<file path="src/rtl/pva_pkg.sv">
// shared constants, types and saturating arithmetic for the polygon vertex analyzer
`default_nettype none

package pva_pkg;

    // coordinate width of the vertex and test point fields
    localparam int COORD_BITS = 24;
    // sums and differences of two coordinates
    localparam int OPD_W      = COORD_BITS + 1;
    // exact product of two operands
    localparam int PROD_W     = 2 * OPD_W;
    localparam int SUM_W      = 64;
    localparam int AREA_W     = SUM_W - 1;
    // working width for clamping a product to the sum range
    localparam int SAT_W      = (PROD_W > SUM_W + 1) ? PROD_W : SUM_W + 1;

    // edge queue between front and back, power of two deep
    localparam int Q_DEPTH    = 4;
    localparam int Q_AW       = $clog2(Q_DEPTH);

    // stream payload widths, rounded up to whole bytes
    localparam int IN_FIELD_W  = 2 * COORD_BITS;
    localparam int IN_DATA_W   = ((IN_FIELD_W + 7) / 8) * 8;
    localparam int OUT_FIELD_W = AREA_W + 2 + 4 * COORD_BITS;
    localparam int OUT_DATA_W  = ((OUT_FIELD_W + 7) / 8) * 8;

    // configuration port
    localparam int CFG_IDX_W  = 1;
    localparam int CFG_DATA_W = COORD_BITS;
    localparam logic [CFG_IDX_W-1:0] REG_TEST_X = CFG_IDX_W'(0);
    localparam logic [CFG_IDX_W-1:0] REG_TEST_Y = CFG_IDX_W'(1);

    typedef logic signed [COORD_BITS-1:0] coord_t;
    typedef logic signed [OPD_W-1:0]      opd_t;
    typedef logic signed [PROD_W-1:0]     prod_t;
    typedef logic signed [SUM_W-1:0]      sum_t;

    localparam sum_t SUM_MAX = {1'b0, {(SUM_W-1){1'b1}}};
    localparam sum_t SUM_MIN = {1'b1, {(SUM_W-1){1'b0}}};

    typedef struct packed {
        coord_t min_x;
        coord_t min_y;
        coord_t max_x;
        coord_t max_y;
    } box_t;

    // one accepted vertex: the incoming edge, the closing edge and polygon flags
    typedef struct packed {
        prod_t term1;   // shoelace term of edge prev -> cur
        prod_t term2;   // shoelace term of edge cur -> first
        prod_t lhs1;    // crossing products of edge prev -> cur
        prod_t rhs1;
        prod_t lhs2;    // crossing products of edge cur -> first
        prod_t rhs2;
        logic  cross1;  // edge straddles the test row
        logic  cross2;
        logic  dpos1;   // edge runs downward in y
        logic  dpos2;
        logic  first;   // first vertex of a polygon
        logic  last;    // closing vertex
        logic  full;    // at least three vertices seen
        box_t  box;
    } edge_item_t;

    // clamp an exact product to the signed 64-bit range
    function automatic sum_t sat_term(input prod_t p);
        logic signed [SAT_W-1:0] e;
        logic signed [SAT_W-1:0] hi;
        logic signed [SAT_W-1:0] lo;
        e  = SAT_W'(p);
        hi = {{(SAT_W-SUM_W+1){1'b0}}, {(SUM_W-1){1'b1}}};
        lo = {{(SAT_W-SUM_W+1){1'b1}}, {(SUM_W-1){1'b0}}};
        if (e > hi) begin
            return SUM_MAX;
        end else if (e < lo) begin
            return SUM_MIN;
        end
        return e[SUM_W-1:0];
    endfunction

    // signed 64-bit add that clamps at the limits
    function automatic sum_t sat_add(input sum_t a, input sum_t b);
        logic [SUM_W:0] s;
        s = {a[SUM_W-1], a} + {b[SUM_W-1], b};
        if (s[SUM_W] != s[SUM_W-1]) begin
            return s[SUM_W] ? SUM_MIN : SUM_MAX;
        end
        return s[SUM_W-1:0];
    endfunction

endpackage

`default_nettype wire

</file>
<file path="src/rtl/pva_queue.sv">
// short edge queue between the intake and the accumulator
`default_nettype none

module pva_queue (
    input  wire logic                    aclk,
    input  wire logic                    aresetn,
    input  wire logic                    push,
    input  wire pva_pkg::edge_item_t     push_item,
    input  wire logic                    pop,
    output logic                         pop_valid,
    output pva_pkg::edge_item_t          pop_item,
    output logic [pva_pkg::Q_AW:0]       count
);

    pva_pkg::edge_item_t        slot_reg [pva_pkg::Q_DEPTH];
    logic [pva_pkg::Q_AW-1:0]   wr_ptr_reg, rd_ptr_reg;
    logic [pva_pkg::Q_AW:0]     count_reg, count_next;

    always_comb begin
        count_next = count_reg;
        if (push && !pop) begin
            count_next = count_reg + (pva_pkg::Q_AW+1)'(1);
        end else if (pop && !push) begin
            count_next = count_reg - (pva_pkg::Q_AW+1)'(1);
        end
    end

    always_ff @(posedge aclk) begin
        if (!aresetn) begin
            wr_ptr_reg <= '0;
            rd_ptr_reg <= '0;
            count_reg  <= '0;
        end else begin
            count_reg <= count_next;
            if (push) begin
                wr_ptr_reg <= wr_ptr_reg + pva_pkg::Q_AW'(1);
            end
            if (pop) begin
                rd_ptr_reg <= rd_ptr_reg + pva_pkg::Q_AW'(1);
            end
        end
    end

    always_ff @(posedge aclk) begin
        if (push) begin
            slot_reg[wr_ptr_reg] <= push_item;
        end
    end

    assign pop_valid = (count_reg != '0);
    assign pop_item  = slot_reg[rd_ptr_reg];
    assign count     = count_reg;

endmodule

`default_nettype wire

</file>
<file path="config.mk">
export PLATFORM = sky130hd
export DESIGN_NAME = pva_queue
export DESIGN_NICKNAME = d
export VERILOG_FILES = /design/src/rtl/pva_pkg.sv /design/src/rtl/pva_queue.sv
export SDC_FILE = /design/constraint.sdc
export NUM_CORES = 1
export LEC_CHECK = 0
export BUFFER_PORTS_ARGS = -buffer_cell sky130_fd_sc_hd__buf_2
export CORE_MARGIN = 3
export CORE_UTILIZATION = 35
export CTS_CLUSTER_DIAMETER = 60
export DETAILED_ROUTE_END_ITERATION = 12
export GPL_ROUTABILITY_DRIVEN = 1
export SETUP_SLACK_MARGIN = 0.4
export SYNTH_ARGS = -nofsm -noshare
export SYNTH_HDL_FRONTEND = slang
export SYNTH_SLANG_ARGS = --single-unit
</file>
<file path="constraint.sdc">
create_clock -name aclk -period 13.6 [get_ports aclk]
set_clock_uncertainty 0.05 [all_clocks]
set_input_delay 1.36 -clock aclk [delete_from_list [all_inputs] [get_ports aclk]]
set_output_delay 1.36 -clock aclk [all_outputs]
set_load 0.05 [all_outputs]
</file>
==> summary.txt <==
Global route
  • GRT Overall Usage: ~15%
  • Vias in the first global route: 27900
  • First-pass GRT wire length: approximately 190 mm
  • Gr ovfl total: 0
  • Initial antenna violation count: 66
  • Largest net degree at the start of global routing: 139

STA
  • Worst-Margin Slew: 1090 ps
  • Setup WS post-layout: between 7000 and 8000 ps
  • Normalized max-slew margin: between 20% and 30%
  • Setup TNS: 0 ps
  • Setup Viol. Count Final: 0
  • Max-slew violation count: 0
  • Tmin final: 5700 ps
  • Max frequency: roughly 180 MHz
  • Final hold viol count: 0
  • Final worst path period share: approximately two fifths
  • RSZ-0062 raised after global routing: no

Job
  • Total of max-cap violations: 0

Die
  • Core Area: approximately 0.17 mm2
  • Initial Util: between 30% and 40%
  • Die X-Extent: 415 um
  • Die area: between 0.15 and 0.2 mm2
  • DIE HEIGHT: 415 um
  • IO Count: a little over 800
  • Rows: around 150

Clock network
  • Maximum root-to-sink buffer count: 3
  • CTS tree: yes
  • CTS clk-pin slew, worst paths: around 50 ps
  • Inserted Clock Buffers: between 150 and 200
  • Worst skew pair latency: between 700 and 800 ps
  • Post-CTS setup buffers: 0
  • H-Tree Depth: 4
  • Hold-fix buffers at CTS: 0
  • Post-CTS Resized: 0
  • Clock Tree Root: clkbuf_16
  • CTS Sinks: 1621

Synth
  • Post-synthesis register bit count: 1621
  • Sequential-to-total area share from yosys stat: between 80% and 90%
  • Top-area cell type share of the netlist area: 82.6%
  • Synth warnings: 0
  • Average instance area after synthesis: 27.3 um2
  • Post-synthesis cell area: 0.0586 mm2
  • Syn nets: between 2000 and 3000
  • Top cells by area, synth: edfxtp_1 (83%), mux4_2 (15%), buf_6 (0.79%)
  • Syn Inst Count: 2147
  • Distinct cell type count of the synthesized netlist: 19
  • Top cell type by total area after synthesis: edfxtp_1

Drt
  • Wirelength per Cell: 24.1 um
  • First-pass DRT Iterations: 5
  • DRC: 0
  • Via Count: roughly 26000
  • Post-Route WL: around 130 mm
  • Routed Antenna Nets: 0
  • DRT iter0 DRCs: 1745
  • Avg Vias per Cell: roughly 5

Layout
  • P&R area growth vs syn: 20.4%
  • Non-filler cells, final: approximately 5400
  • Total Nets Final: around 3500
  • Reg area: between 0.04 and 0.05 mm2
  • Fraction of layout cells with a size suffix above 1: 46.2%
  • # fillers: approximately 14000
  • Footprint of the multi-input gates: 0.00933 mm2
  • Number of flip-flops under the largest register name: between 1500 and 2000

Power
  • Pleak: around 0.023 uW
  • Peak VDD IR: between 0.1 and 0.15 mV
  • P per Cell Area: approximately 170 mW/mm2

Worst setup path
  • Reg2Reg Capture Point: slot_reg[3][370]
  • Nature of the critical path startpoint: register
  • Worst endpoint required time: between 10000 and 15000 ps
  • Critical path, cell by cell: buf_12 -> buf_4 -> mux4_2 -> buf_2
  • Reg2reg setup slack: slightly below 10000 ps
  • CP peak stage delay: roughly 900 ps
  • WP data arrival: about 4300 ps
  • Critical path class: reg -> out
  • CP Max Fanout: 99
  • Reg2reg path depth: 5
  • Critical path endpoint category: output pin
  • Reg2reg start: wr_ptr_reg[0]
  • Max stage delay cell, worst path: buf_4

Worst hold path
  • Worst Hold Class: reg -> reg
  • Min-delay src: wr_ptr_reg[1]
  • Hold Crit Depth: 2
  • WHS Endpoint: wr_ptr_reg[1]

Outcome
  • Status: finished, final reports clean

Placement
  • Cell count after placement: between 5000 and 6000
  • Dpl hpwl: around 82 mm
  • PortBufs: 813
  • Post-Place Worst Slack: approximately 8600 ps
  • GP Congestion: 0.772
## through the flow
step                      hold WS, ps  cell area, um2  power [uW]  utilization, %
final                             513           70600       11900            42.6
after floorplan                   478           58600        7190               -
after CTS                         521           70500       12000            42.5
after detailed placement          512           65100        7580            39.3
after global routing              539           70500       12300            42.6
after global placement            517           65100        7570            39.3
## area by class of cell
| cell class | instances | share of cell area (%) |
|---|---|---|
| timing repair buffer | 845 | 6.23 |
| tap | 2189 | 3.88 |
| clock buffer | 211 | 6.31 |
| clock inverter | 100 | 1.33 |
| inverter | 4 | 0.0213 |
| sequential | 1621 | 68.9 |
| antenna | 44 | 0.156 |
| multi-input combinational | 432 | 13.2 |
## per-layer routing
layer  part of all wire [%]  GRT usage, %
met5                  0.078             0
met4                    4.6          7.27
met3                    7.1          5.04
met2                     52          25.5
met1                     36          17.1
## how the worst max path moves through the flow
stage	end	cells past startpoint	startpoint
after floorplan	slot_reg[0][0]	1	push
after global placement	pop_item[340]	4	register
after detailed placement	pop_item[310]	4	register
after CTS	pop_item[310]	4	register
after global routing	pop_item[224]	4	register
final	pop_item[224]	4	register
## synth_stat cells, drive strengths merged
cell type and instances:
mux4 403, xnor2 2, and2 9, or3 2, xor2 3, buf 84
inv 4, fa 1, dfxtp 9, nor2b 2, edfxtp 1612, a21boi 1
nand2 1, ha 5, mux2i 2, o21ai 1, clkbuf 6
## power breakdown
part,switching (uW),leakage [uW],internal [uW]
combinational,1180,0.00573,452
clock,1900,0.00261,2520
sequential,59.1,0.0149,5750
total,3140,0.0232,8720
## worst max-delay path, delay by kind of cell (launching register included)
kind                   cells  cell delay [ps]
buffers and inverters      3             1780
DFF                        1              780
muxes                      1              620
## cell families after synthesis
group / share of synthesized area [%]
AOI/OAI and AO/OA: 0.0213
DFF: 82.9
muxes: 15.5
adders and majority gates: 0.141
xor gates and xnor gates: 0.0747
and+or+nand+nor: 0.145
buffers and inverters: 1.24
## cells in the final DEF (no fill, tap or decap), types with 6 or more instances in the layout
cell	count
diode_2	44
clkinv_2	23
edfxtp_1	1612
clkinv_1	43
buf_12	7
clkbuf_1	39
clkbuf_16	172
buf_4	25
bufinv_16	9
mux4_2	403
buf_2	813
clkinv_8	6
dfxtp_1	7
Power figures use the tool's default switching activity.
