`src/rtl/pva_pkg.sv`:
```
// shared constants, types and saturating arithmetic for the polygon vertex analyzer
`default_nettype none

package pva_pkg;

    // coordinate width of the vertex and test point fields
    localparam int COORD_BITS = 24;
    // sums and differences of two coordinates
    localparam int OPD_W      = COORD_BITS + 1;
    // exact product of two operands
    localparam int PROD_W     = 2 * OPD_W;
    localparam int SUM_W      = 64;
    localparam int AREA_W     = SUM_W - 1;
    // working width for clamping a product to the sum range
    localparam int SAT_W      = (PROD_W > SUM_W + 1) ? PROD_W : SUM_W + 1;

    // edge queue between front and back, power of two deep
    localparam int Q_DEPTH    = 4;
    localparam int Q_AW       = $clog2(Q_DEPTH);

    // stream payload widths, rounded up to whole bytes
    localparam int IN_FIELD_W  = 2 * COORD_BITS;
    localparam int IN_DATA_W   = ((IN_FIELD_W + 7) / 8) * 8;
    localparam int OUT_FIELD_W = AREA_W + 2 + 4 * COORD_BITS;
    localparam int OUT_DATA_W  = ((OUT_FIELD_W + 7) / 8) * 8;

    // configuration port
    localparam int CFG_IDX_W  = 1;
    localparam int CFG_DATA_W = COORD_BITS;
    localparam logic [CFG_IDX_W-1:0] REG_TEST_X = CFG_IDX_W'(0);
    localparam logic [CFG_IDX_W-1:0] REG_TEST_Y = CFG_IDX_W'(1);

    typedef logic signed [COORD_BITS-1:0] coord_t;
    typedef logic signed [OPD_W-1:0]      opd_t;
    typedef logic signed [PROD_W-1:0]     prod_t;
    typedef logic signed [SUM_W-1:0]      sum_t;

    localparam sum_t SUM_MAX = {1'b0, {(SUM_W-1){1'b1}}};
    localparam sum_t SUM_MIN = {1'b1, {(SUM_W-1){1'b0}}};

    typedef struct packed {
        coord_t min_x;
        coord_t min_y;
        coord_t max_x;
        coord_t max_y;
    } box_t;

    // one accepted vertex: the incoming edge, the closing edge and polygon flags
    typedef struct packed {
        prod_t term1;   // shoelace term of edge prev -> cur
        prod_t term2;   // shoelace term of edge cur -> first
        prod_t lhs1;    // crossing products of edge prev -> cur
        prod_t rhs1;
        prod_t lhs2;    // crossing products of edge cur -> first
        prod_t rhs2;
        logic  cross1;  // edge straddles the test row
        logic  cross2;
        logic  dpos1;   // edge runs downward in y
        logic  dpos2;
        logic  first;   // first vertex of a polygon
        logic  last;    // closing vertex
        logic  full;    // at least three vertices seen
        box_t  box;
    } edge_item_t;

    // clamp an exact product to the signed 64-bit range
    function automatic sum_t sat_term(input prod_t p);
        logic signed [SAT_W-1:0] e;
        logic signed [SAT_W-1:0] hi;
        logic signed [SAT_W-1:0] lo;
        e  = SAT_W'(p);
        hi = {{(SAT_W-SUM_W+1){1'b0}}, {(SUM_W-1){1'b1}}};
        lo = {{(SAT_W-SUM_W+1){1'b1}}, {(SUM_W-1){1'b0}}};
        if (e > hi) begin
            return SUM_MAX;
        end else if (e < lo) begin
            return SUM_MIN;
        end
        return e[SUM_W-1:0];
    endfunction

    // signed 64-bit add that clamps at the limits
    function automatic sum_t sat_add(input sum_t a, input sum_t b);
        logic [SUM_W:0] s;
        s = {a[SUM_W-1], a} + {b[SUM_W-1], b};
        if (s[SUM_W] != s[SUM_W-1]) begin
            return s[SUM_W] ? SUM_MIN : SUM_MAX;
        end
        return s[SUM_W-1:0];
    endfunction

endpackage

`default_nettype wire

```
`src/rtl/pva_back.sv`:
```
// shoelace accumulation, crossing parity and result formatting
`default_nettype none

module pva_back (
    input  wire logic                 aclk,
    input  wire logic                 aresetn,
    input  wire logic                 q_valid,
    input  wire pva_pkg::edge_item_t  q_item,
    output logic                      q_pop,
    output logic                      m_tvalid,
    input  wire logic                 m_tready,
    output logic [pva_pkg::AREA_W-1:0] area_value,
    output logic                      clockwise,
    output logic                      inside_res,
    output pva_pkg::box_t             box
);

    pva_pkg::sum_t  acc_reg;
    logic           par_reg;

    // closing stage: sum before the closing edge and its clamped term
    logic           close_valid_reg;
    pva_pkg::sum_t  close_sum_reg, close_term_reg;
    logic           close_par_reg, close_full_reg;
    pva_pkg::box_t  close_box_reg;

    // total stage: final signed sum
    logic           total_valid_reg;
    pva_pkg::sum_t  total_sum_reg;
    logic           total_par_reg, total_full_reg;
    pva_pkg::box_t  total_box_reg;

    // output register
    logic           out_valid_reg;
    logic [pva_pkg::AREA_W-1:0] area_reg;
    logic           cw_reg, inside_reg;
    pva_pkg::box_t  box_reg;

    pva_pkg::prod_t lhs1, rhs1, lhs2, rhs2;
    logic           tog1, tog2, par1;
    pva_pkg::sum_t  sum1, neg_sum;
    logic           out_free, total_free, close_free;
    logic           close_move, total_move;

    assign lhs1 = q_item.lhs1;
    assign rhs1 = q_item.rhs1;
    assign lhs2 = q_item.lhs2;
    assign rhs2 = q_item.rhs2;

    // crossing is exact: cross-multiplied compare, direction picks the sense
    assign tog1 = q_item.cross1 && (q_item.dpos1 ? (lhs1 < rhs1) : (lhs1 > rhs1));
    assign tog2 = q_item.cross2 && (q_item.dpos2 ? (lhs2 < rhs2) : (lhs2 > rhs2));

    assign sum1 = q_item.first ? '0
                : pva_pkg::sat_add(acc_reg, pva_pkg::sat_term(q_item.term1));
    assign par1 = q_item.first ? 1'b0 : (par_reg ^ tog1);

    assign out_free   = !out_valid_reg || m_tready;
    assign total_free = !total_valid_reg || out_free;
    assign close_free = !close_valid_reg || total_free;
    assign total_move = total_valid_reg && out_free;
    assign close_move = close_valid_reg && total_free;

    // only closing vertices occupy the result pipeline
    assign q_pop = q_valid && (!q_item.last || close_free);

    assign neg_sum = -total_sum_reg;

    always_ff @(posedge aclk) begin
        if (!aresetn) begin
            acc_reg         <= '0;
            par_reg         <= 1'b0;
            close_valid_reg <= 1'b0;
            total_valid_reg <= 1'b0;
            out_valid_reg   <= 1'b0;
        end else begin
            if (q_pop) begin
                acc_reg <= sum1;
                par_reg <= par1;
            end

            if (q_pop && q_item.last) begin
                close_valid_reg <= 1'b1;
            end else if (close_move) begin
                close_valid_reg <= 1'b0;
            end

            if (close_move) begin
                total_valid_reg <= 1'b1;
            end else if (total_move) begin
                total_valid_reg <= 1'b0;
            end

            if (total_move) begin
                out_valid_reg <= 1'b1;
            end else if (m_tready) begin
                out_valid_reg <= 1'b0;
            end
        end
    end

    always_ff @(posedge aclk) begin
        if (q_pop && q_item.last) begin
            close_sum_reg  <= sum1;
            close_term_reg <= pva_pkg::sat_term(q_item.term2);
            close_par_reg  <= par1 ^ tog2;
            close_full_reg <= q_item.full;
            close_box_reg  <= q_item.box;
        end
        if (close_move) begin
            total_sum_reg  <= pva_pkg::sat_add(close_sum_reg, close_term_reg);
            total_par_reg  <= close_par_reg;
            total_full_reg <= close_full_reg;
            total_box_reg  <= close_box_reg;
        end
        if (total_move) begin
            box_reg <= total_box_reg;
            if (!total_full_reg) begin
                area_reg   <= '0;
                cw_reg     <= 1'b0;
                inside_reg <= 1'b0;
            end else begin
                // most negative sum reads as the largest magnitude
                if (total_sum_reg == pva_pkg::SUM_MIN) begin
                    area_reg <= pva_pkg::SUM_MAX[pva_pkg::AREA_W-1:0];
                end else if (total_sum_reg[pva_pkg::SUM_W-1]) begin
                    area_reg <= neg_sum[pva_pkg::AREA_W-1:0];
                end else begin
                    area_reg <= total_sum_reg[pva_pkg::AREA_W-1:0];
                end
                cw_reg     <= total_sum_reg[pva_pkg::SUM_W-1];
                inside_reg <= total_par_reg;
            end
        end
    end

    assign m_tvalid   = out_valid_reg;
    assign area_value = area_reg;
    assign clockwise  = cw_reg;
    assign inside_res = inside_reg;
    assign box        = box_reg;

endmodule

`default_nettype wire

```
`config.mk`:
```
export PLATFORM = sky130hd
export DESIGN_NAME = pva_back
export DESIGN_NICKNAME = d
export VERILOG_FILES = /design/src/rtl/pva_pkg.sv /design/src/rtl/pva_back.sv
export SDC_FILE = /design/constraint.sdc
export NUM_CORES = 1
export LEC_CHECK = 0
export BUFFER_PORTS_ARGS = -buffer_cell sky130_fd_sc_hd__buf_2
export CORE_UTILIZATION = 35
export DETAILED_ROUTE_END_ITERATION = 8
export SLEW_MARGIN = 20
export SYNTH_ARGS = -nofsm -noshare
export SYNTH_HDL_FRONTEND = slang
export SYNTH_SLANG_ARGS = --single-unit
export TNS_END_PERCENT = 5
```
`constraint.sdc`:
```
create_clock -name aclk -period 29.8 [get_ports aclk]
set_clock_uncertainty 0.05 [all_clocks]
set_input_delay 5.96 -clock aclk [delete_from_list [all_inputs] [get_ports aclk]]
set_output_delay 5.96 -clock aclk [all_outputs]
set_load 0.01 [all_outputs]
```
==> flow_summary.toml <==
[outcome]
status = "completed"

[worst_setup_path]
crit-reg2reg-launch = "acc_reg[24]$_SDFFE_PN0P_"
start_kind = "primary input"
required_ns = 23.79
critPathMaxStageDelay_ns = 0.43
worstSetupPathType = "primary input to primary output"
critPathMostFrequentCell = "buf_2"
cp_max_fo = 5
crit_chain = "buf_2, nor2b_1, and3_1, a21boi_4, buf_2"
r2r_cells = 12
worst_setup_path_end_kind = "primary output"
reg2reg_slack_ns = 24.97
worst_r2r_endpoint = "acc_reg[42]$_SDFFE_PN0P_"
cpMaxStageDelayCell = "nor2b_1"
cp.arrival_ns = 7.07

[placement]
place_inst = 4421
place.gp.congestion = 0.9258
pre_cts_ws_ns = 16.72
hpwl_microns = 68500
portBuffers = 569

[cts]
holdBufCountCts = 0
htree_levels = 3
cts_resized = 0
cts_sinks = 604
cts_buffers = 67
cts_tree = "done"
post_cts_buffers = 0
clock_latency_ns = 0.64
clk_pin_slew_ns = 0.06
cts_max_path_buffers = 3
cts_root_buf = "clkbuf_16"

[timing]
setup_ws_ns = 16.72
hold_viol = 0
fin_tns_setup_ns = 0
worst_slew_pin_slew_ns = 1.098
clock.fmax_mhz = 76.47
rsz0062_at_grt = "false"
period_share_pct = 43.88
drv_slew = 0
slew_headroom_pct = 26.48
min_period_ns = 13.08
setup_viol = 0

[synth]
synth_seq_cells = 604
async_reset_ff_share_pct = 0
synth_edf_count = 536
synth_ff_type = "edfxtp_1"
syn-num-nets = 3427
ys_types = 83
ys_warn_count = 0
yosysSeqAreaShare_pct = 54.75
synth_area_sq_mm = 0.03189
avgSynthCellArea_sq_um = 11.43
synthCells = 2789

[route]
drc = 0
drtIter0Drc = 1642
vias = 23360
first_pass_iters = 5
finalWirelength_microns = 87450
post_drt_wl_per_cell_microns = 19.22
avgViaCountPerCell = 5.135
detail-route-antenna-nets = 0

[grt]
grt_pass1_vias = 22590
grt_max_degree = 158
antenna_found_initial = 7
overflow = 0
grt_pass1_wl_microns = 132300
grt_use_total_pct = 18.49

[pwr]
p_leak_uw = 0.01535
p_per_area_mw_per_mm2 = 57.95
totalPowerFinal_uw = 2211
ir_worst_vdd_v = 0.00004117

[job]
maxCapViolations = 0

[floorplanning]
initial_core_util_pct = 35.37
dieArea_sq_mm = 0.09232
die_h_microns = 303.8
floorplan.die.width_microns = 303.8
io_pins = 570
num_rows = 110
core_sq_mm = 0.09015

[finish]
nets = 3952
final_util_pct = 42.31
drive_gt1_share_pct = 22.24
n_fill_cell = 8519
instances_no_fill = 4550
syn_to_final_growth_pct = 19.62

[worst_hold_path]
holdCritStartpoint = "close_box_reg[68]$_DFFE_PP_"
worstHoldPathCells = 0
hold_end = "total_box_reg[68]$_DFFE_PP_"
holdCritPathClass = "flop to flop"
[stage by stage]
| stage | cell area [sq um] | hold slack (ns) |
|---|---|---|
| 2_1_floorplan | 31890 | 0.3503 |
| 6_report | 38140 | 0.3475 |
| 5_1_grt | 38140 | 0.3451 |
| 3_3_place_gp | 35880 | 0.3502 |
| 3_5_place_dp | 35880 | 0.3545 |
| 4_1_cts | 38130 | 0.3475 |
[layout by cell type (no fill, tap or decap), types with 10 or more instances in the layout]
cell type  netlist  routed
inv_1          161     161
a31oi_1         17      17
a211oi_1        20      20
xnor2_1         68      68
clkbuf_16        0      67
clkinv_1         0      12
nand2_1        195     195
a31o_2          10      10
nand4_1         62      62
xor2_1         102     102
edfxtp_1       536     536
a21boi_2        17      17
a21oi_1        264     264
o21bai_1        35      35
and2_1          19      18
o211ai_1        15      15
a221o_1         10      10
a21o_1          91      91
nor2b_1         19      17
o21ai_0        158     158
clkinv_2         0      14
dfxtp_1         68      68
ha_1           229     229
buf_2            1     569
nand3_1         38      38
o21a_1          17      17
o41ai_1         16      16
clkbuf_1       118      10
a21boi_1        43      43
nor2_1         125     125
buf_4            0      18
mux2i_1         13      10
nand2b_1        16      16
nand3b_1        10      10
o31ai_1         26      26
nor3_1          36      36
and3_1          17      17
or3_1           29      29
o2bb2ai_1       42      42
[area by class of cell]
class / instances / area (sq um) / share of cell area (%)
Timing Repair Buffer: 588 / 3003 / 7.872
Clock inverter: 44 / 506.7 / 1.328
Clock buffer: 79 / 1742 / 4.566
Antenna cell: 6 / 15.01 / 0.03936
Tap cell: 1176 / 1471 / 3.858
Inverter: 161 / 604.3 / 1.584
Multi-Input combinational cell: 1892 / 13350 / 34.99
Sequential cell: 604 / 17460 / 45.77
[layer usage]
layer	part of all wire [%]	vias to the layer above	wire length [microns]	global-route usage, %
met1	47	10970	41230	25.74
li1	-	11560	-	-
met4	2.7	0	2397	6.127
met5	0	-	0	0
met3	5.5	133	4816	3.412
met2	45	700	39010	28.94
[worst max-delay path by stage]
stage	startpoint	to	cells past startpoint
6_report	m_tready	q_pop	5
5_1_grt	m_tready	q_pop	5
2_1_floorplan	m_tready	total_box_reg[0]$_DFFE_PP_	2
3_5_place_dp	m_tready	q_pop	5
3_3_place_gp	m_tready	q_pop	5
4_1_cts	m_tready	q_pop	5
[worst max-delay path, delay by kind of cell]
kind / cells / cell delay [ns]
AND/OR/NAND/NOR: 2 / 0.74
buffers and inverters: 2 / 0.26
AO/OA/AOI/OAI: 1 / 0.10
[report_power, final]
part	internal, uW	leakage (uW)	switching, uW
clock	473	0.00109	356
sequential	976	0.00553	22.1
combinational	150	0.00873	233
total	1600	0.0154	611
[synth_stat cells, types with 7 or more instances]
cell,number,area share (%)
a41oi_1,7,0.19
nand3_1,38,0.60
inv_1,161,1.9
o41ai_1,16,0.44
o2bb2ai_1,42,1.2
a2111oi_0,7,0.19
nor2b_1,19,0.37
clkbuf_1,118,1.4
a31oi_1,17,0.33
a221o_1,10,0.31
nor4_1,7,0.14
or3_1,29,0.57
nand2_1,195,2.3
nand3b_1,10,0.24
nand2b_1,16,0.31
nor2_1,125,1.5
edfxtp_1,536,50
o21bai_1,35,0.82
o21a_1,17,0.40
ha_1,229,9.0
or4_1,7,0.16
nor3_1,36,0.57
o2111ai_1,8,0.22
a211oi_1,20,0.47
or2_2,7,0.14
a21oi_1,264,4.1
xnor2_1,68,1.9
o31ai_1,26,0.61
and3_1,17,0.33
and2_1,19,0.37
o21ai_0,158,2.5
dfxtp_1,68,4.3
mux2i_1,13,0.41
xor2_1,102,2.8
o211ai_1,15,0.35
a21o_1,91,2.1
a21boi_1,43,1.0
a31o_2,10,0.27
a21boi_0,8,0.19
nand4_1,62,1.2
a21boi_2,17,0.60
[logic make-up (layout without fill, tap and decap cells)]
kind of cell | Yosys count | in the layout | synth area share (%)
fa+ha+maj | 233 | 233 | 9.174
buf+inv | 293 | 872 | 3.630
other cells | 0 | 6 | 0
mux | 15 | 15 | 0.4787
xor+xnor | 170 | 170 | 4.669
simple gates | 612 | 612 | 9.519
compound gates | 862 | 862 | 17.78
flops | 604 | 604 | 54.75
No activity file was read; power rests on OpenSTA's default activity.
